`src/design/sdi12lt_pkg.sv`:
```
// Shared types, codes and constants for the SDI-12 line transceiver.
package sdi12lt_pkg;

    localparam logic [1:0] OP_TICK  = 2'd0;
    localparam logic [1:0] OP_LOAD  = 2'd1;
    localparam logic [1:0] OP_RECV  = 2'd2;

    localparam logic [1:0] ST_NONE     = 2'd0;
    localparam logic [1:0] ST_LF       = 2'd1;
    localparam logic [1:0] ST_TIMEOUT  = 2'd2;
    localparam logic [1:0] ST_OVERFLOW = 2'd3;

    localparam logic [2:0] CFG_BIT_TICKS     = 3'd0;
    localparam logic [2:0] CFG_BREAK_TICKS   = 3'd1;
    localparam logic [2:0] CFG_MARKING_TICKS = 3'd2;
    localparam logic [2:0] CFG_TIMEOUT_TICKS = 3'd3;
    localparam logic [2:0] CFG_MAX_CHARS     = 3'd4;

    localparam int unsigned CFG_INDEX_W = 3;
    localparam int unsigned CFG_DATA_W  = 16;

    localparam logic [3:0] FRAME_LAST = 4'd9;
    localparam logic [6:0] LINE_FEED  = 7'd10;

    typedef struct packed {
        logic [1:0] op;
        logic       line_in;
        logic [6:0] tx_char;
        logic       tx_first;
        logic       tx_last;
    } t_in_word;

    typedef struct packed {
        logic       line_out;
        logic       drive_enable;
        logic       tx_ready;
        logic       rejected;
        logic [6:0] rx_char;
        logic       rx_valid;
        logic [1:0] rx_status;
    } t_out_word;

    typedef struct packed {
        logic [7:0]  bit_ticks;
        logic [15:0] break_ticks;
        logic [15:0] marking_ticks;
        logic [15:0] timeout_ticks;
        logic [5:0]  max_chars;
    } t_cfg;

    typedef enum logic [6:0] {
        MD_IDLE   = 7'b0000001,
        MD_BREAK  = 7'b0000010,
        MD_MARK   = 7'b0000100,
        MD_TXBIT  = 7'b0001000,
        MD_TXWAIT = 7'b0010000,
        MD_RXWAIT = 7'b0100000,
        MD_RXBIT  = 7'b1000000
    } t_mode;

endpackage

```
`src/design/sdi12lt_cfg.sv`:
```
// Configuration register file for the SDI-12 line transceiver.
module sdi12lt_cfg
    import sdi12lt_pkg::*;
(
    input  logic                   i_clk,
    input  logic                   i_rst_n,
    input  logic                   i_cfg_valid,
    output logic                   o_cfg_ready,
    input  logic [CFG_INDEX_W-1:0] i_cfg_index,
    input  logic [CFG_DATA_W-1:0]  i_cfg_data,
    output t_cfg                   o_cfg
);

    t_cfg r_cfg;

    assign o_cfg_ready = 1'b1;
    assign o_cfg       = r_cfg;

    always_ff @(posedge i_clk) begin
        if (!i_rst_n) begin
            r_cfg.bit_ticks     <= 8'd16;
            r_cfg.break_ticks   <= 16'd250;
            r_cfg.marking_ticks <= 16'd160;
            r_cfg.timeout_ticks <= 16'd298;
            r_cfg.max_chars     <= 6'd19;
        end else if (i_cfg_valid) begin
            unique case (i_cfg_index)
                CFG_BIT_TICKS:     r_cfg.bit_ticks     <= i_cfg_data[7:0];
                CFG_BREAK_TICKS:   r_cfg.break_ticks   <= i_cfg_data;
                CFG_MARKING_TICKS: r_cfg.marking_ticks <= i_cfg_data;
                CFG_TIMEOUT_TICKS: r_cfg.timeout_ticks <= i_cfg_data;
                CFG_MAX_CHARS:     r_cfg.max_chars     <= i_cfg_data[5:0];
                default: ;
            endcase
        end
    end

endmodule

```
`src/design/sdi12lt_engine.sv`:
```
// Line state machine: one step per word, returns the result word for that step.
module sdi12lt_engine
    import sdi12lt_pkg::*;
(
    input  logic      i_clk,
    input  logic      i_rst_n,
    input  logic      i_fire,
    input  t_in_word  i_word,
    input  t_cfg      i_cfg,
    output t_out_word o_result
);

    t_mode       r_mode, n_mode;
    logic [15:0] r_tick, n_tick;
    logic [3:0]  r_bit, n_bit;
    logic [7:0]  r_shift, n_shift;
    logic [5:0]  r_cnt, n_cnt;
    logic        r_last, n_last;

    logic [16:0] tick_inc;
    logic [7:0]  rx_target;
    logic [7:0]  rx_shift;
    logic [2:0]  rx_pos;
    logic [2:0]  tx_pos;
    logic        rejected;
    logic        rx_valid;
    logic [6:0]  rx_char;
    logic [1:0]  rx_status;
    logic        drive;
    logic        level;

    assign tick_inc  = {1'b0, r_tick} + 17'd1;
    assign rx_target = (r_bit == 4'd0) ? {1'b0, i_cfg.bit_ticks[7:1]} : i_cfg.bit_ticks;
    assign rx_pos    = r_bit[2:0] - 3'd1;

    always_comb begin
        n_mode    = r_mode;
        n_tick    = r_tick;
        n_bit     = r_bit;
        n_shift   = r_shift;
        n_cnt     = r_cnt;
        n_last    = r_last;
        rejected  = 1'b0;
        rx_valid  = 1'b0;
        rx_char   = 7'd0;
        rx_status = ST_NONE;
        rx_shift  = r_shift;

        case (i_word.op)
            OP_LOAD: begin
                if (r_mode == MD_IDLE || r_mode == MD_TXWAIT) begin
                    n_shift = {^i_word.tx_char, i_word.tx_char};
                    n_last  = i_word.tx_last;
                    n_tick  = 16'd0;
                    n_bit   = 4'd0;
                    n_mode  = i_word.tx_first ? MD_BREAK : MD_TXBIT;
                end else begin
                    rejected = 1'b1;
                end
            end
            OP_RECV: begin
                if (r_mode == MD_IDLE) begin
                    n_mode  = MD_RXWAIT;
                    n_tick  = 16'd0;
                    n_bit   = 4'd0;
                    n_shift = 8'd0;
                    n_cnt   = 6'd0;
                end else begin
                    rejected = 1'b1;
                end
            end
            OP_TICK: begin
                unique case (r_mode)
                    MD_BREAK: begin
                        n_tick = tick_inc[15:0];
                        if (tick_inc >= {1'b0, i_cfg.break_ticks}) begin
                            n_mode = MD_MARK;
                            n_tick = 16'd0;
                        end
                    end
                    MD_MARK: begin
                        n_tick = tick_inc[15:0];
                        if (tick_inc >= {1'b0, i_cfg.marking_ticks}) begin
                            n_mode = MD_TXBIT;
                            n_tick = 16'd0;
                            n_bit  = 4'd0;
                        end
                    end
                    MD_TXBIT: begin
                        n_tick = tick_inc[15:0];
                        if (tick_inc >= {9'd0, i_cfg.bit_ticks}) begin
                            n_tick = 16'd0;
                            if (r_bit >= FRAME_LAST) begin
                                n_bit  = 4'd0;
                                n_mode = r_last ? MD_IDLE : MD_TXWAIT;
                            end else begin
                                n_bit = r_bit + 4'd1;
                            end
                        end
                    end
                    MD_RXWAIT: begin
                        if (i_word.line_in) begin
                            // start bit seen: this tick is time zero of the character
                            n_mode  = MD_RXBIT;
                            n_tick  = 16'd0;
                            n_bit   = 4'd0;
                            n_shift = 8'd0;
                        end else begin
                            n_tick = tick_inc[15:0];
                            if (tick_inc >= {1'b0, i_cfg.timeout_ticks}) begin
                                n_mode    = MD_IDLE;
                                n_tick    = 16'd0;
                                rx_status = ST_TIMEOUT;
                            end
                        end
                    end
                    MD_RXBIT: begin
                        n_tick = tick_inc[15:0];
                        if (tick_inc >= {9'd0, rx_target}) begin
                            n_tick = 16'd0;
                            // raw low at a data bit center reads as one
                            if (r_bit >= 4'd1 && r_bit <= 4'd7 && !i_word.line_in) begin
                                rx_shift = r_shift | (8'd1 << rx_pos);
                            end
                            n_shift = rx_shift;
                            if (r_bit >= FRAME_LAST) begin
                                rx_char  = rx_shift[6:0];
                                rx_valid = 1'b1;
                                n_cnt    = r_cnt + 6'd1;
                                n_bit    = 4'd0;
                                n_shift  = 8'd0;
                                if (n_cnt >= i_cfg.max_chars) begin
                                    n_mode    = MD_IDLE;
                                    rx_status = ST_OVERFLOW;
                                end else if (rx_shift[6:0] == LINE_FEED) begin
                                    n_mode    = MD_IDLE;
                                    rx_status = ST_LF;
                                end else begin
                                    n_mode = MD_RXWAIT;
                                end
                            end else begin
                                n_bit = r_bit + 4'd1;
                            end
                        end
                    end
                    default: ;
                endcase
            end
            default: ;
        endcase
    end

    // Line level follows the state after this step.
    assign tx_pos = n_bit[2:0] - 3'd1;
    assign drive  = (n_mode == MD_BREAK) || (n_mode == MD_MARK) ||
                    (n_mode == MD_TXBIT) || (n_mode == MD_TXWAIT);

    always_comb begin
        level = 1'b0;
        if (n_mode == MD_BREAK) begin
            level = 1'b1;
        end else if (n_mode == MD_TXBIT) begin
            if (n_bit == 4'd0) begin
                level = 1'b1;
            end else if (n_bit <= 4'd8) begin
                level = ~n_shift[tx_pos];
            end
        end
    end

    always_comb begin
        o_result.line_out     = drive & level;
        o_result.drive_enable = drive;
        o_result.tx_ready     = (n_mode == MD_IDLE) || (n_mode == MD_TXWAIT);
        o_result.rejected     = rejected;
        o_result.rx_char      = rx_char;
        o_result.rx_valid     = rx_valid;
        o_result.rx_status    = rx_status;
    end

    always_ff @(posedge i_clk) begin
        if (!i_rst_n) begin
            r_mode  <= MD_IDLE;
            r_tick  <= 16'd0;
            r_bit   <= 4'd0;
            r_shift <= 8'd0;
            r_cnt   <= 6'd0;
            r_last  <= 1'b0;
        end else if (i_fire) begin
            r_mode  <= n_mode;
            r_tick  <= n_tick;
            r_bit   <= n_bit;
            r_shift <= n_shift;
            r_cnt   <= n_cnt;
            r_last  <= n_last;
        end
    end

endmodule

```
`src/design/sdi12lt_stage.sv`:
```
// Input holding register and result register with valid/ready flow control.
module sdi12lt_stage
    import sdi12lt_pkg::*;
(
    input  logic      i_clk,
    input  logic      i_rst_n,
    input  logic      i_in_valid,
    output logic      o_in_ready,
    input  t_in_word  i_in,
    output logic      o_out_valid,
    input  logic      i_out_ready,
    output t_out_word o_out,
    output logic      o_fire,
    output t_in_word  o_word,
    input  t_out_word i_result
);

    logic      r_in_valid;
    t_in_word  r_in;
    logic      r_out_valid;
    t_out_word r_out;
    logic      fire;

    // step the engine when a word is held and the result slot frees up
    assign fire        = r_in_valid && (!r_out_valid || i_out_ready);
    assign o_in_ready  = !r_in_valid || fire;
    assign o_fire      = fire;
    assign o_word      = r_in;
    assign o_out_valid = r_out_valid;
    assign o_out       = r_out;

    always_ff @(posedge i_clk) begin
        if (!i_rst_n) begin
            r_in_valid  <= 1'b0;
            r_out_valid <= 1'b0;
        end else begin
            if (o_in_ready) begin
                r_in_valid <= i_in_valid;
            end
            if (fire) begin
                r_out_valid <= 1'b1;
            end else if (i_out_ready) begin
                r_out_valid <= 1'b0;
            end
        end
    end

    always_ff @(posedge i_clk) begin
        if (o_in_ready && i_in_valid) begin
            r_in <= i_in;
        end
        if (fire) begin
            r_out <= i_result;
        end
    end

endmodule

```
`src/design/sdi12_line_transceiver_top.sv`:
```
// Top level of the SDI-12 line transceiver (7E1, inverted raw pin).
//
// Input channel (i_in_valid / o_in_ready / i_in): one word per tick or command.
// op 0 advances the line timing by one tick and samples line_in, op 1 loads a
// command character (break and marking first when tx_first is set), op 2 starts
// reception. Every accepted word yields exactly one result word on the output
// channel (o_out_valid / i_out_ready / o_out) with the pin drive, tx_ready,
// rejected flag, any received character and the end-of-response status.
// An accepted word waits in the input register until the result register is
// free, then the engine steps it and its result is registered. Throughput: one
// word per cycle while the receiver keeps i_out_ready high.
// When the receiver stalls, the result register holds and the input register
// fills; o_in_ready drops only once both are full, and nothing is lost.
// Configuration (i_cfg_valid / o_cfg_ready / i_cfg_index / i_cfg_data) is
// always ready and should be written only while no word is in flight.
// Reset (i_rst_n low, synchronous) returns to idle with the line released and
// loads the default timing registers; no clearing pass is needed.
module sdi12_line_transceiver_top
    import sdi12lt_pkg::*;
(
    input  logic                   i_clk,
    input  logic                   i_rst_n,
    input  logic                   i_in_valid,
    output logic                   o_in_ready,
    input  t_in_word               i_in,
    output logic                   o_out_valid,
    input  logic                   i_out_ready,
    output t_out_word              o_out,
    input  logic                   i_cfg_valid,
    output logic                   o_cfg_ready,
    input  logic [CFG_INDEX_W-1:0] i_cfg_index,
    input  logic [CFG_DATA_W-1:0]  i_cfg_data
);

    t_cfg      cfg;
    logic      fire;
    t_in_word  word;
    t_out_word result;

    sdi12lt_cfg u_cfg (
        .i_clk       (i_clk),
        .i_rst_n     (i_rst_n),
        .i_cfg_valid (i_cfg_valid),
        .o_cfg_ready (o_cfg_ready),
        .i_cfg_index (i_cfg_index),
        .i_cfg_data  (i_cfg_data),
        .o_cfg       (cfg)
    );

    sdi12lt_stage u_stage (
        .i_clk       (i_clk),
        .i_rst_n     (i_rst_n),
        .i_in_valid  (i_in_valid),
        .o_in_ready  (o_in_ready),
        .i_in        (i_in),
        .o_out_valid (o_out_valid),
        .i_out_ready (i_out_ready),
        .o_out       (o_out),
        .o_fire      (fire),
        .o_word      (word),
        .i_result    (result)
    );

    sdi12lt_engine u_engine (
        .i_clk    (i_clk),
        .i_rst_n  (i_rst_n),
        .i_fire   (fire),
        .i_word   (word),
        .i_cfg    (cfg),
        .o_result (result)
    );

endmodule

```
`config.mk`:
```
export PLATFORM = sky130hd
export DESIGN_NAME = sdi12_line_transceiver_top
export DESIGN_NICKNAME = d
export VERILOG_FILES = /design/src/design/sdi12lt_pkg.sv /design/src/design/sdi12lt_cfg.sv /design/src/design/sdi12lt_engine.sv /design/src/design/sdi12lt_stage.sv /design/src/design/sdi12_line_transceiver_top.sv
export SDC_FILE = /design/constraint.sdc
export NUM_CORES = 1
export LEC_CHECK = 0
export ABC_CLOCK_PERIOD_IN_PS = 6000
export BUFFER_PORTS_ARGS = -buffer_cell sky130_fd_sc_hd__buf_2
export CORE_MARGIN = 1
export CORE_UTILIZATION = 24
export DETAILED_ROUTE_END_ITERATION = 16
export HOLD_SLACK_MARGIN = 0.02
export PLACE_DENSITY = 0.47
export SLEW_MARGIN = 20
export SYNTH_ARGS = -nofsm -noshare
export SYNTH_HDL_FRONTEND = slang
export SYNTH_HIERARCHICAL = 1
export SYNTH_SLANG_ARGS = --single-unit
```
`constraint.sdc`:
```
create_clock -name i_clk -period 6 [get_ports i_clk]
set_input_delay 0.9 -clock i_clk [delete_from_list [all_inputs] [get_ports i_clk]]
set_output_delay 0.9 -clock i_clk [all_outputs]
set_load 0.02 [all_outputs]
```
==> key figures <==
Die
  – Die area: 39360 sq um
  – # rows: 71
  – Die Wd: 198.4 um
  – Io pins: 53
  – Die height: 198.4 um
  – Initial core utilization: 24.46%
  – CORE AREA: 37840 sq um

Final layout
  – # fillers: 4140
  – Fin area: 10620 sq um
  – N_diodes: 0
  – Layout area overhead: 14.76%
  – Layout cells sized above 1: 11.42%
  – Final #Nets: 1239

Timing
  – RSZ-0062 raised after global routing: no
  – Setup tns final: 0 ns
  – Slew HR: 27.01%
  – Layout Skew: 0.01105 ns
  – Fmax: 180.0 MHz
  – Worst Tran Pin Value: 1.091 ns
  – Final worst path period need: 5.555 ns
  – Post-route clock period utilization: 92.58%
  – Final setup fails: 0
  – PnR worst setup slack: 0.4452 ns
  – Slew Viols, Final: 0
  – Final Hold Viols: 0

Power and ir drop
  – Sw Ratio: 27.62%
  – Peak supply drop: 0.1571 mV
  – Power per cell area: 213.3 nW/um^2
  – Reg power frac: 41.8%
  – Combinational group share of total power: 10.9%
  – Switch Pwr: 0.6258 mW
  – Clock Power Share: 47.3%
  – Int Pwr: 1.640 mW
  – Leakage: 4.504 nW

Synthesis
  – Net count after synthesis: 1211
  – Synth Area in XOR/XNOR: 3.081%
  – Top post-synthesis cells by area: dfxtp_1 (23%), ha_1 (11%), mux2i_1 (8.4%)
  – Top-area cell type share of the netlist area: 22.92%
  – Adder-cell share of the synthesized area: 10.54%
  – Flops & latches, synth: 132
  – Top-count cell post-synth: nand2_1
  – Synth warn: 6
  – Synth Cell Area: 9258 sq um
  – Ys async rst share: 0%
  – Main combinational cell family by area after synthesis: simple AND/OR/NAND/NOR gates
  – Yosys top cell by area: dfxtp_1
  – Post-synth top flop: dfxtp_1
  – Post-synthesis cell count: 1097
  – Syn Area/Cell: 8.439 sq um
  – Synth cell count leaders: nand2_1 (132), dfxtp_1 (106), inv_1 (83)
  – Simple-Gate Fraction of Synth Area: 23.27%
  – Seq/Total Area, Yosys: 31.36%
  – Multiplexer share of the synthesized area: 8.920%
  – Post-synth EDFFs: 26
  – Unique cell type count in the Yosys netlist: 89
  – Complex-gate fraction of the synthesized area: 16.79%

Worst setup path
  – Required time of the critical path: 6.18 ns
  – Arr. time, crit path: 5.73 ns
  – FF-to-FF End: u_stage/o_out[13]$_DFFE_PP_
  – CP startpoint kind: flop
  – Worst Reg-to-Reg Cells: 20
  – Critical Path End Type: flop
  – CP Launch Point: u_engine/r_tick[0]$_SDFFE_PN0P_
  – Crit-path max FO: 11
  – Reg-to-Reg Start: u_engine/r_tick[0]$_SDFFE_PN0P_
  – R2r setup slk: 0.45 ns
  – Critical path class: reg -> reg

Clocking
  – Clk sinks: 132
  – CTS buffer count: 17
  – CTS max path bufs: 2
  – Clock slew at reported path FFs: 0.06 ns
  – CTS tree: built
  – Post-CTS Setup Bufs: 0
  – CTS root buf: clkbuf_16
  – Clock latency on the worst-skew pair: 0.43 ns
  – PostCTS Resize Cnt: 0
  – H-Tree Depth: 4
  – Hold-fix buffers, CTS: 0

Global route
  – Grt peak-use layer: met2
  – Met3 Resource Use GR: 1.916%
  – Total GRT Usage: 14.10%
  – Total gr overflow: 0
  – Initial antenna violation count: 0
  – First-pass GRT wire length: 43220 um
  – GRT met2 Usage: 23.09%
  – Vias in the first global route: 7641
  – Met1 Usage GRT: 19.18%
  – Largest net degree at the start of global routing: 95

Place
  – Pre-CTS WS: 0.4983 ns
  – Post-DP Area: 10030 sq um
  – Number of port buffers: 51
  – Final HPWL DP: 20140 um
  – Routability congestion estimate: 0.8987

Route
  – DRC Markers: 0
  – Pre-Repair DR Iteration Count: 5
  – Starting DRC count in detailed routing: 553
  – Routed Antenna Nets: 0
  – Routed wire per std cell: 16.39 um
  – Vias per cell: 4.797
  – Wirelength, routed: 27020 um
  – Via count: 7911

Min path
  – Worst Min Path Start: u_cfg/o_cfg[47]$_SDFFE_PN0P_
  – Hold endpoint: u_cfg/o_cfg[47]$_SDFFE_PN0P_
  – Worst Hold Class: reg -> reg
  – Hold Crit Depth: 2

Job
  – Max Cap Viol: 0

Run status
  – Status: finished clean
[state kept, by name, indices dropped and copies added (netlist names)]
| signal | cells |
|---|---|
| u_stage/o_out_valid | 1 |
| u_engine/r_mode | 7 |
| u_engine/r_bit | 4 |
| u_engine/r_last | 1 |
| u_cfg/o_cfg | 62 |
| u_engine/r_tick | 16 |
| u_stage/o_word | 12 |
| u_stage/r_in_valid | 1 |
| u_engine/r_cnt | 6 |
| u_stage/o_out | 14 |
| u_engine/r_shift | 8 |
[cells in the final DEF, fill, tap and decap left out, types with 6 or more instances in the layout]
cell / Yosys / routed
nand3_1: 35 / 35
dfxtp_1: 106 / 106
nor2_1: 77 / 77
o211ai_1: 7 / 7
buf_4: 6 / 13
nand2_1: 132 / 132
nor4_1: 6 / 6
a21oi_1: 49 / 48
nand4_1: 12 / 12
nor2b_1: 45 / 44
inv_1: 83 / 83
a21boi_0: 11 / 11
xnor2_1: 18 / 18
or3_1: 7 / 7
and2_1: 23 / 23
edfxtp_1: 26 / 26
ha_1: 78 / 78
buf_2: 11 / 50
a22o_1: 11 / 11
clkbuf_16: 0 / 17
nor3_1: 19 / 19
o21a_1: 6 / 6
a31oi_1: 12 / 12
a21o_1: 11 / 11
o21ai_0: 41 / 41
xor2_1: 12 / 12
mux2i_1: 78 / 78
and3_1: 10 / 10
nand2b_1: 14 / 14
inv_6: 0 / 6
nand4b_1: 6 / 6
[power by group through the flow]
stage / sequential, mW / combinational, mW / clock (mW)
3_5_place_dp: 0.967 / 0.245 / 0
6_report: 0.948 / 0.247 / 1.07
2_1_floorplan: 0.965 / 0.168 / 0
5_1_grt: 0.950 / 0.272 / 1.14
4_1_cts: 0.947 / 0.247 / 1.11
3_3_place_gp: 0.967 / 0.245 / 0
[layer usage]
layer | vias to the layer above | wire [um]
li1 | 3956 | -
met1 | 3771 | 13230
met2 | 168 | 12540
met3 | 16 | 947
met4 | 0 | 306
met5 | - | 0
[worst max-delay path, stage by stage, from the launching register on]
cell and delay, ns:
dfxtp_1 0.60, ha_1 0.33, nand4_4 0.24, nor4_1 0.40, xnor2_1 0.25, inv_1 0.16
ha_1 0.32, nand3_1 0.18, nor3_1 0.25, a41oi_1 0.21, nand2_1 0.16, a21oi_2 0.06
nor4_1 0.54, nor2_1 0.08, a22oi_1 0.30, ha_1 0.35, a211o_1 0.31, mux2i_1 0.19
o41ai_2 0.12, nor3_1 0.16, nor3_1 0.07
[layout make-up]
cell class              count  area (sq um)  area share, %
multi-input cells         827          5826          54.83
flip-flops and latches    132          2903          27.32
clock inverters            15         167.7          1.578
repair buffers             63         347.8          3.274
well taps                 511         639.4          6.018
inverters                  84         315.3          2.968
clock buffers              17         425.4          4.004
[cell families after synthesis]
| logic type | count (synthesis) |
|---|---|
| and+or+nand+nor | 417 |
| AOI/OAI and AO/OA | 219 |
| buffers and inverters | 138 |
| DFF | 132 |
| muxes | 81 |
| adders and majority gates | 78 |
| xor gates and xnor gates | 31 |
| other | 1 |
[worst max-delay path by stage]
stage	end	depth (start not counted)
floorplan	u_stage/o_out[13]$_DFFE_PP_	23
global placement	u_stage/o_out[13]$_DFFE_PP_	20
detailed placement	u_stage/o_out[13]$_DFFE_PP_	20
CTS	u_stage/o_out[13]$_DFFE_PP_	20
global route	u_stage/o_out[13]$_DFFE_PP_	20
finish	u_stage/o_out[13]$_DFFE_PP_	20
[stage by stage]
step	power [mW]	util, %	std cells	hold slack (ns)
CTS	2.305	28.06	1649	0.4630
detailed placement	1.213	26.50	1617	0.4475
finish	2.266	28.07	1649	0.4585
global placement	1.212	26.50	1617	0.4453
global route	2.365	28.07	1649	0.4807
floorplan	1.133	-	1097	0.4347
Note: power is estimated with default switching activity, not from simulation.
